**src/sv/bsp_pkg.sv**
```systemverilog
// Shared types, codes and helpers for the bouncing-sphere physics step.
// Used by the controller, the datapath, the root/divide unit, the top level
// and the port checker. Depends on nothing.
`default_nettype none

package bsp_pkg;

  // Default number of table slots.
  localparam int BSP_MAX_SPHERES = 8;

  // Iteration counts of the shared root/divide unit.
  localparam int ROOT_STEPS = 25;
  localparam int DIV_STEPS  = 17;

  typedef logic signed [23:0] q24_t;

  // Configuration register indexes.
  typedef enum logic [2:0] {
    CFG_ACTIVE_COUNT = 3'd0,
    CFG_BOX_MIN_X    = 3'd1,
    CFG_BOX_MIN_Y    = 3'd2,
    CFG_BOX_MIN_Z    = 3'd3,
    CFG_BOX_MAX_X    = 3'd4,
    CFG_BOX_MAX_Y    = 3'd5,
    CFG_BOX_MAX_Z    = 3'd6
  } cfg_reg_t;

  typedef struct packed {
    logic        mode;
    logic [2:0]  sphere_index;
    q24_t        center_x;
    q24_t        center_y;
    q24_t        center_z;
    q24_t        velocity_x;
    q24_t        velocity_y;
    q24_t        velocity_z;
    logic [15:0] radius;
  } in_item_t;

  typedef struct packed {
    logic [2:0] result_index;
    q24_t       moved_x;
    q24_t       moved_y;
    q24_t       moved_z;
    q24_t       speed_x;
    q24_t       speed_y;
    q24_t       speed_z;
    logic       last_sphere;
  } out_item_t;

  // One table entry; component 0 is x.
  typedef struct packed {
    logic [2:0][23:0] pos;
    logic [2:0][23:0] vel;
    logic [15:0]      radius;
  } sphere_t;

  // Datapath operations.
  typedef enum logic [4:0] {
    OP_NONE,
    OP_READ,
    OP_TAKE_I,
    OP_TAKE_J,
    OP_MOVE,
    OP_DIFF,
    OP_MUL,
    OP_ACC_ADD,
    OP_ACC_SUB,
    OP_ACC_ADD_HI,
    OP_ACC_CLR,
    OP_SQRT_GO,
    OP_TAKE_ROOT,
    OP_DIV_GO,
    OP_TAKE_Q,
    OP_SAVE_DELTA,
    OP_APPLY,
    OP_WB_I,
    OP_WB_J,
    OP_EMIT
  } dp_op_t;

  // Multiplier operand selection.
  typedef enum logic [2:0] {
    MS_DD,
    MS_RR,
    MS_UVI,
    MS_UVJ,
    MS_UDL,
    MS_UDH
  } mul_sel_t;

  typedef struct packed {
    dp_op_t     op;
    mul_sel_t   msel;
    logic [1:0] k;
    logic       last;
  } dp_cmd_t;

  typedef struct packed {
    logic overlap;
    logic a_pos;
    logic unit_busy;
  } dp_status_t;

  function automatic logic [23:0] sat24(input logic signed [25:0] v);
    if (v > 26'sd8388607) begin
      return 24'h7FFFFF;
    end else if (v < -26'sd8388608) begin
      return 24'h800000;
    end else begin
      return v[23:0];
    end
  endfunction

  function automatic logic [23:0] abs_sat24(input logic [23:0] v);
    if (v == 24'h800000) begin
      return 24'h7FFFFF;
    end else if (v[23]) begin
      return ~v + 24'd1;
    end else begin
      return v;
    end
  endfunction

endpackage

`default_nettype wire

```
**src/sv/bsp_ctrl.sv**
```systemverilog
// Sequencer of the physics step: walks spheres and pairs and issues one
// datapath command a cycle. Depends on bsp_pkg for command and status types.
`default_nettype none

module bsp_ctrl import bsp_pkg::*; #(
  parameter  int MAX_SPHERES = BSP_MAX_SPHERES,
  localparam int IW = $clog2(MAX_SPHERES),
  localparam int CW = $clog2(MAX_SPHERES + 1)
) (
  input  wire logic        clk,
  input  wire logic        rst_n,
  input  wire logic        start,
  input  wire logic        tick_req,
  input  wire logic [3:0]  active_count,
  input  wire dp_status_t  status,
  output logic             busy,
  output dp_cmd_t          cmd,
  output logic [IW-1:0]    addr
);

  typedef enum logic [5:0] {
    S_IDLE, S_RD_I, S_TAKE_I, S_MOVE, S_RD_J, S_TAKE_J, S_DIFF, S_SQ_MUL,
    S_SQ_ACC, S_RR_MUL, S_TEST, S_ROOT_GO, S_ROOT_WAIT, S_TAKE_ROOT,
    S_DIV_GO, S_DIV_WAIT, S_TAKE_Q, S_ACC_CLR, S_DA_MUL, S_DA_ACC, S_A_TEST,
    S_DB_MUL, S_DB_ACC, S_SAVE_DELTA, S_X_MULLO, S_X_ACCLO, S_X_MULHI,
    S_X_ACCHI, S_APPLY, S_WB_J, S_WB_I, S_OUT_RD, S_OUT_EMIT
  } state_t;

  state_t        state_r, state_nxt;
  logic [CW-1:0] i_r, i_nxt, j_r, j_nxt, cnt_r, cnt_nxt, count_w;
  logic [1:0]    k_r, k_nxt;
  dp_cmd_t       cmd_r, cmd_nxt;
  logic [IW-1:0] addr_r, addr_nxt;

  function automatic dp_cmd_t cmd_of(input state_t s);
    dp_cmd_t c;
    c = '{op: OP_NONE, msel: MS_DD, k: 2'd0, last: 1'b0};
    case (s)
      S_RD_I, S_RD_J, S_OUT_RD: c.op = OP_READ;
      S_TAKE_I:     c.op = OP_TAKE_I;
      S_TAKE_J:     c.op = OP_TAKE_J;
      S_MOVE:       c.op = OP_MOVE;
      S_DIFF:       c.op = OP_DIFF;
      S_SQ_MUL:     begin c.op = OP_MUL; c.msel = MS_DD;  end
      S_RR_MUL:     begin c.op = OP_MUL; c.msel = MS_RR;  end
      S_DA_MUL:     begin c.op = OP_MUL; c.msel = MS_UVI; end
      S_DB_MUL:     begin c.op = OP_MUL; c.msel = MS_UVJ; end
      S_X_MULLO:    begin c.op = OP_MUL; c.msel = MS_UDL; end
      S_X_MULHI:    begin c.op = OP_MUL; c.msel = MS_UDH; end
      S_SQ_ACC, S_DA_ACC, S_X_ACCLO: c.op = OP_ACC_ADD;
      S_DB_ACC:     c.op = OP_ACC_SUB;
      S_X_ACCHI:    c.op = OP_ACC_ADD_HI;
      S_ACC_CLR:    c.op = OP_ACC_CLR;
      S_ROOT_GO:    c.op = OP_SQRT_GO;
      S_TAKE_ROOT:  c.op = OP_TAKE_ROOT;
      S_DIV_GO:     c.op = OP_DIV_GO;
      S_TAKE_Q:     c.op = OP_TAKE_Q;
      S_SAVE_DELTA: c.op = OP_SAVE_DELTA;
      S_APPLY:      c.op = OP_APPLY;
      S_WB_I:       c.op = OP_WB_I;
      S_WB_J:       c.op = OP_WB_J;
      S_OUT_EMIT:   c.op = OP_EMIT;
      default:      c.op = OP_NONE;
    endcase
    return c;
  endfunction

  always_comb begin
    count_w = (32'(active_count) > MAX_SPHERES) ? CW'(MAX_SPHERES) : CW'(active_count);
    state_nxt = state_r;
    i_nxt     = i_r;
    j_nxt     = j_r;
    k_nxt     = k_r;
    cnt_nxt   = cnt_r;
    case (state_r)
      S_IDLE: begin
        if (start && tick_req && count_w != '0) begin
          cnt_nxt   = count_w;
          i_nxt     = '0;
          state_nxt = S_RD_I;
        end
      end
      S_RD_I:   state_nxt = S_TAKE_I;
      S_TAKE_I: state_nxt = S_MOVE;
      S_MOVE: begin
        if ((i_r + CW'(1)) < cnt_r) begin
          j_nxt     = i_r + CW'(1);
          state_nxt = S_RD_J;
        end else begin
          state_nxt = S_WB_I;
        end
      end
      S_RD_J:   state_nxt = S_TAKE_J;
      S_TAKE_J: state_nxt = S_DIFF;
      S_DIFF: begin
        k_nxt     = 2'd0;
        state_nxt = S_SQ_MUL;
      end
      S_SQ_MUL: state_nxt = S_SQ_ACC;
      S_SQ_ACC: begin
        if (k_r != 2'd2) begin
          k_nxt     = k_r + 2'd1;
          state_nxt = S_SQ_MUL;
        end else begin
          state_nxt = S_RR_MUL;
        end
      end
      S_RR_MUL: state_nxt = S_TEST;
      S_TEST:   state_nxt = status.overlap ? S_ROOT_GO : S_WB_J;
      S_ROOT_GO: state_nxt = S_ROOT_WAIT;
      S_ROOT_WAIT: begin
        if (!status.unit_busy) begin
          state_nxt = S_TAKE_ROOT;
        end
      end
      S_TAKE_ROOT: begin
        k_nxt     = 2'd0;
        state_nxt = S_DIV_GO;
      end
      S_DIV_GO: state_nxt = S_DIV_WAIT;
      S_DIV_WAIT: begin
        if (!status.unit_busy) begin
          state_nxt = S_TAKE_Q;
        end
      end
      S_TAKE_Q: begin
        if (k_r != 2'd2) begin
          k_nxt     = k_r + 2'd1;
          state_nxt = S_DIV_GO;
        end else begin
          k_nxt     = 2'd0;
          state_nxt = S_ACC_CLR;
        end
      end
      S_ACC_CLR: state_nxt = S_DA_MUL;
      S_DA_MUL:  state_nxt = S_DA_ACC;
      S_DA_ACC: begin
        if (k_r != 2'd2) begin
          k_nxt     = k_r + 2'd1;
          state_nxt = S_DA_MUL;
        end else begin
          k_nxt     = 2'd0;
          state_nxt = S_A_TEST;
        end
      end
      S_A_TEST: state_nxt = status.a_pos ? S_WB_J : S_DB_MUL;
      S_DB_MUL: state_nxt = S_DB_ACC;
      S_DB_ACC: begin
        if (k_r != 2'd2) begin
          k_nxt     = k_r + 2'd1;
          state_nxt = S_DB_MUL;
        end else begin
          k_nxt     = 2'd0;
          state_nxt = S_SAVE_DELTA;
        end
      end
      S_SAVE_DELTA: state_nxt = S_X_MULLO;
      S_X_MULLO:    state_nxt = S_X_ACCLO;
      S_X_ACCLO:    state_nxt = S_X_MULHI;
      S_X_MULHI:    state_nxt = S_X_ACCHI;
      S_X_ACCHI:    state_nxt = S_APPLY;
      S_APPLY: begin
        if (k_r != 2'd2) begin
          k_nxt     = k_r + 2'd1;
          state_nxt = S_X_MULLO;
        end else begin
          state_nxt = S_WB_J;
        end
      end
      S_WB_J: begin
        if ((j_r + CW'(1)) < cnt_r) begin
          j_nxt     = j_r + CW'(1);
          state_nxt = S_RD_J;
        end else begin
          state_nxt = S_WB_I;
        end
      end
      S_WB_I: begin
        if ((i_r + CW'(1)) < cnt_r) begin
          i_nxt     = i_r + CW'(1);
          state_nxt = S_RD_I;
        end else begin
          i_nxt     = '0;
          state_nxt = S_OUT_RD;
        end
      end
      S_OUT_RD: state_nxt = S_OUT_EMIT;
      S_OUT_EMIT: begin
        if ((i_r + CW'(1)) < cnt_r) begin
          i_nxt     = i_r + CW'(1);
          state_nxt = S_OUT_RD;
        end else begin
          state_nxt = S_IDLE;
        end
      end
      default: state_nxt = S_IDLE;
    endcase

    cmd_nxt      = cmd_of(state_nxt);
    cmd_nxt.k    = k_nxt;
    cmd_nxt.last = ((i_nxt + CW'(1)) == cnt_nxt);
    if (state_nxt == S_RD_J || state_nxt == S_WB_J) begin
      addr_nxt = j_nxt[IW-1:0];
    end else begin
      addr_nxt = i_nxt[IW-1:0];
    end
  end

  always_ff @(posedge clk) begin
    if (!rst_n) begin
      state_r <= S_IDLE;
      i_r     <= '0;
      j_r     <= '0;
      k_r     <= '0;
      cnt_r   <= '0;
      cmd_r   <= '{op: OP_NONE, msel: MS_DD, k: 2'd0, last: 1'b0};
      addr_r  <= '0;
    end else begin
      state_r <= state_nxt;
      i_r     <= i_nxt;
      j_r     <= j_nxt;
      k_r     <= k_nxt;
      cnt_r   <= cnt_nxt;
      cmd_r   <= cmd_nxt;
      addr_r  <= addr_nxt;
    end
  end

  assign busy = (state_r != S_IDLE);
  assign cmd  = cmd_r;
  assign addr = addr_r;

endmodule

`default_nettype wire

```
**config.mk**
```make
export PLATFORM = sky130hd
export DESIGN_NAME = bsp_ctrl
export DESIGN_NICKNAME = d
export VERILOG_FILES = /design/src/sv/bsp_pkg.sv /design/src/sv/bsp_ctrl.sv
export SDC_FILE = /design/constraint.sdc
export NUM_CORES = 1
export LEC_CHECK = 0
export ABC_AREA = 1
export BUFFER_PORTS_ARGS = -buffer_cell sky130_fd_sc_hd__buf_2
export CORE_MARGIN = 4
export CORE_UTILIZATION = 60
export CTS_BUF_LIST = sky130_fd_sc_hd__clkbuf_4 sky130_fd_sc_hd__clkbuf_8
export CTS_CLUSTER_DIAMETER = 150
export DETAILED_ROUTE_END_ITERATION = 12
export HOLD_SLACK_MARGIN = 0.05
export PLACE_DENSITY = 0.91
export SLEW_MARGIN = 15
export SYNTH_ARGS = -nofsm -noshare
export SYNTH_HDL_FRONTEND = slang
export SYNTH_SLANG_ARGS = --single-unit
```
**constraint.sdc**
```tcl
create_clock -name clk -period 4.9 [get_ports clk]
set_clock_uncertainty 0.05 [all_clocks]
set_input_delay 0.49 -clock clk [delete_from_list [all_inputs] [get_ports clk]]
set_output_delay 0.49 -clock clk [all_outputs]
set_load 0.02 [all_outputs]
```
==> Word-level counts from Yosys, hierarchy flattened <==
Index checks and enable logic that the tools add are counted.
{ "word_totals": {"ff_bits": 32, "latch_bits": 0, "mem_bits_rw": 0, "rom_bits": 0, "word_cells": 129, "n_memories": 0} }
{ "classes": {"addsub": 4, "n_mul": 0, "div_mod_pow": 0, "order_cmp": 3, "n_eq_ne": 65, "shifts": 0, "muxes": 31, "bitwise": 0, "reduce_logical": 16} }
{ "op_table": {"columns": ["cell", "n"], "rows": [
  ["6-bit one-hot mux with 33 select lines", 1],
  ["6-bit by 5-bit equality test with 1-bit output, second input constant", 31],
  ["5-bit one-hot mux with 19 select lines", 1],
  ["6-bit by 4-bit equality test with 1-bit output, second input constant", 13],
  ["6-bit by 3-bit equality test with 1-bit output, second input constant", 8],
  ["4-bit 2-to-1 mux", 10],
  ["5-bit 2-to-1 mux", 6],
  ["6-bit by 2-bit equality test with 1-bit output, second input constant", 4],
  ["6-bit 2-to-1 mux", 3],
  ["3-bit one-hot mux with 5 select lines", 1],
  ["4-bit by 1-bit adder with 4-bit output, second input constant", 3],
  ["6-bit by 1-bit equality test with 1-bit output, second input constant", 2],
  ["6-bit equality test, second input constant", 2],
  ["4-bit one-hot mux with 3 select lines", 1],
  ["3-bit 2-to-1 mux", 3],
  ["3-bit OR reduction", 3],
  ["4-bit less-than comparator", 2],
  ["4-bit one-hot mux with 2 select lines", 1],
  ["6-bit zero test", 1],
  ["2-bit 2-to-1 mux", 3],
  ["2-bit != test, second input constant", 3],
  ["2-bit one-hot mux with 3 select lines", 1],
  ["6-bit nonzero test", 1],
  ["6-bit OR reduction", 1],
  ["12 further kinds", 14]
]} }

==> Longest topological paths before layout <==
{ "logic_depth": {"word_depth": 9, "mapped_depth": 21, "depth_no_buf": 21} }

==> Worst setup path after synthesis <==
OpenSTA, ideal clock, no wires.
{ "synth_timing": {"path_kind": "register to register", "startpoint": "register i_r[0]", "endpoint": "register cmd_r, in the netlist cmd[0]", "setup_ns": 0.064, "arrival_ns": 2.764, "setup_slack_ns": 2.022, "stages_incl_launch_ff": 16, "synth_period_minus_slack_ns": 2.878, "path_cell_list": "dfxtp_1 -> nand3_1 -> xor2_1 -> inv_1 -> ha_1 -> a21oi_1 -> a21boi_1 -> ha_1 -> o21ai_0 -> o21bai_2 -> ha_1 -> xnor2_1 -> nand3_1 -> nor2_1 -> nand2_1 -> nor2_1"} }
{ "synth_between": {"elab_chain_cells": 6, "elab_cells_between_ends": 8, "classes_between": "add/sub: 2; order compare: 1; eq/ne: 1; mux: 4"} }
{ "synth_rtl": {"columns": ["item", "line_no", "source"], "rows": [
  ["start: declaration", "bsp_ctrl.sv:30", "logic [CW-1:0] i_r, i_nxt, j_r, j_nxt, cnt_r, cnt_nxt, count_w;"],
  ["start signal: assignment", "bsp_ctrl.sv:220", "i_r <= i_nxt;"],
  ["4-bit by 1-bit adder with 4-bit output", null, null],
  ["4-bit less-than comparator", "bsp_ctrl.sv:179, bsp_ctrl.sv:189", null],
  ["4-bit 2-to-1 mux (on tied branches)", "bsp_ctrl.sv:189, bsp_ctrl.sv:179", null],
  ["4-bit one-hot mux with 3 select lines (*)", "bsp_ctrl.sv:75", "case (state_r)"],
  ["via i_nxt[0]", "bsp_ctrl.sv:30", null],
  ["4-bit by 1-bit adder with 4-bit output (*)", "bsp_ctrl.sv:201", "cmd_nxt.last = ((i_nxt + CW'(1)) == cnt_nxt);"],
  ["4-bit equality test (*)", "bsp_ctrl.sv:201", null],
  ["end signal: assignment", "bsp_ctrl.sv:216", "cmd_r <= '{op: OP_NONE, msel: MS_DD, k: 2'd0, last: 1'b0};"],
  ["end signal: assignment", "bsp_ctrl.sv:224", "cmd_r <= cmd_nxt;"],
  ["end: declaration", "bsp_ctrl.sv:32", "dp_cmd_t cmd_r, cmd_nxt;"]
]} }
Mark *: on every way through the listed nets, which the timed path passes. The rest lies on a longest branch.
A chain may end at the register's enable or synchronous reset.

==> Worst setup path after layout <==
Same ends and word-level chain as after synthesis.

==> flow_summary.ini <==
[finish]
layout-drive-gt1-share = 0.1549
syn2layout_area_growth_pct = 9.369
fillers = 411
nets = 520
n_antenna_cell = 0
fin_area_um2 = 3038
final_core_util = 0.6882

[synth]
syn_nets = 495
yosysSeqAreaShare = 0.2306
ys_ff_latch = 32
yosys-top-cells-area = dfxtp_1 (23%), nand2_1 (16%), nor2_1 (9.7%)
syn_area_um2 = 2778
ys_warn_count = 0
synth_ff_type = dfxtp_1
synth_top_area_frac = 0.2306
synth_top_area_cell = dfxtp_1
synth_edf_count = 0
ys_types = 36
avgSynthCellArea_um2 = 5.897
netlist_instances = 471
postSynth.asyncResetShare = 0

[sta]
finalSetupViolCount = 0
tightest_slew_ns = 0.6722
fin_crit_sh = 0.6733
setup_tns_ns = 0
period_needed_ns = 3.299
rsz0062_at_grt = no
finalMaxSlewViolations = 0
maxSlewHeadroom = 0.5514
max_freq_mhz = 303.1
fin_ws_ns = 1.601
hold_viol = 0

[power_and_ir_drop]
p_leak_nw = 1.820
powerDensity_nw_per_um2 = 375.4
ir_worst_vdd_uv = 247.0

[clock_network]
clock_sinks = 32
post_cts_buffers = 0
ctsHoldBuffers = 0
cts_made_buffers = 5
htreeDepth = 2
clkLatencyLatePin_ns = 0.30
cts_root_buf = clkbuf_8
cts_resized = 0
cts_tree = built
cts_buffer_depth = 2
clk_pin_slew_ns = 0.07

[place]
dpl_worst_slack_ns = 1.657
io_buffers = 25
dpl-instance-area_um2 = 2927
dp_hpwl_mm = 6.332
place.gp.congestion = 1.019

[setup_path]
cp-start-kind = flip-flop
worstPathMaxFanout = 6
cp.arrival_ns = 3.48
worstPathRequired_ns = 5.09
r2r-start = i_r[0]$_SDFF_PN0_
crit_type = flip-flop to flip-flop
end_kind = flip-flop
startpoint = i_r[0]$_SDFF_PN0_

[floorplanning]
start_util = 0.6293
die_h_um = 76.04
fp.dieArea_um2 = 5782
dieWidth_um = 76.04
core_area_um2 = 4414
rows = 24
pin_count = 26

[drt]
ant_nets = 0
viasPerCell = 5.636
wire_per_inst_um = 14.58
drt_wl_total_mm = 8.005
drt-pass1-iter-count = 7
vias = 3094
remaining_drc_errors = 0
dr.first_iter.drc_count = 391

[global_route]
grt_usage = 0.2820
antenna_found_initial = 0
grt_pass1_wl_mm = 13.47
first_global_vias = 2848
grt_max_degree = 23
grt-ovfl-total = 0

[run_status]
status = finished clean

[flow_run]
drv_cap = 0

[min_path]
min_from = active_count[0]
hold_class = primary input to flip-flop
## through the flow
step                      instances  hold WS (ns)  total power, mW
after global routing            549        0.4842            1.225
after CTS                       549        0.4434            1.127
after floorplan                 471        0.4281           0.7371
final                           549        0.4432            1.140
after detailed placement        541        0.4643           0.8658
after global placement          541        0.4528           0.8609
## cell usage after synthesis (2+ instances only)
master and count:
a211oi_1 2, a21oi_1 13, buf_2 3, clkinv_1 2, dfxtp_1 32, ha_1 13, inv_1 67, inv_2 13
nand2_1 121, nand2_2 6, nand3_1 48, nand3_2 6, nand4_1 9, nor2_1 72, nor2_2 10, nor2_4 7
nor3_1 2, o211ai_1 2, o21ai_0 10, o21ai_1 7, o22ai_1 3, o31ai_1 2, xnor2_1 3, xor2_1 6
## critical path, cell delays in order, from the launching register on
cell	delay, ns
dfxtp_1	0.41
nand3_1	0.13
xor2_1	0.18
inv_1	0.06
ha_1	0.29
a21oi_1	0.24
a21boi_1	0.49
ha_1	0.32
o21ai_0	0.13
o21bai_2	0.18
ha_1	0.28
xnor2_1	0.15
nand3_1	0.08
nor2_1	0.12
nand2_1	0.06
nor2_1	0.07
## sequential cells by signal, indices dropped and copies added, names as in the netlist
| signal | cells |
|---|---|
| addr | 3 |
| cmd | 11 |
| cnt_r | 4 |
| i_r | 4 |
| j_r | 4 |
| state_r | 6 |
## placed cells by master, fill, tap and decap left out, drive strengths merged
| cell | synthesis | routed |
|---|---|---|
| a21boi | 1 | 1 |
| and3 | 1 | 1 |
| or2 | 1 | 1 |
| inv | 80 | 80 |
| o21bai | 1 | 1 |
| a31oi | 1 | 1 |
| nand3b | 1 | 1 |
| o211ai | 2 | 2 |
| bufinv | 0 | 1 |
| o311ai | 1 | 1 |
| clkbuf | 1 | 5 |
| nand2 | 127 | 127 |
| xnor2 | 3 | 3 |
| nor3 | 2 | 2 |
| o21ai | 17 | 17 |
| clkinv | 2 | 3 |
| a221oi | 1 | 1 |
| ha | 13 | 13 |
| nand3 | 54 | 54 |
| a211oi | 2 | 2 |
| a21oi | 13 | 13 |
| o31ai | 2 | 2 |
| xor2 | 6 | 6 |
| dfxtp | 32 | 32 |
| clkinvlp | 0 | 1 |
| o22ai | 3 | 3 |
| nor2 | 89 | 89 |
| nand4 | 9 | 9 |
| buf | 6 | 25 |
## power breakdown
| part | switching, mW | internal, mW |
|---|---|---|
| clock network | 0.113 | 0.151 |
| logic | 0.393 | 0.168 |
| registers | 0.0271 | 0.288 |
| total | 0.534 | 0.607 |
## area by class of cell
type	count	area, um^2	area share
inverters	82	307.8	0.1013
clock inverters	3	42.54	0.01400
well taps	52	65.06	0.02142
repair buffers	25	125.1	0.04119
multi-input cells	350	1788	0.5885
clock buffers	5	68.82	0.02265
flip-flops and latches	32	640.6	0.2109
## layer usage
metal  up-vias  wire [um]  global-route usage  share of wire
met3        26        804             0.04610           0.10
met1      1371       3319              0.3775           0.41
met4         0        264              0.1192          0.033
li1       1530          -                   -              -
met2       167       3618              0.4452           0.45
met5         -          0                   0              0
## worst paths after layout
check                                      endpoint  cells past startpoint  slack [ns]
worst max-delay path              cmd[0]$_SDFF_PN0_                     15        1.60
worst min-delay path            cnt_r[0]$_SDFF_PN0_                      3        0.44
worst max register to register    cmd[0]$_SDFF_PN0_                     15        1.60
worst min register to register  j_r[3]$_SDFFE_PN0P_                      2        0.48
## cells by family (layout without fill, tap and decap cells)
kind of cell,count (synthesis),in the layout,synth area share
and+or+nand+nor,284,284,0.4644
buffers and inverters,89,115,0.1257
AOI/OAI and AO/OA,44,44,0.09234
DFF,32,32,0.2306
adders and majority gates,13,13,0.05856
xor gates and xnor gates,9,9,0.02838
No activity file was read; power rests on OpenSTA's default activity.
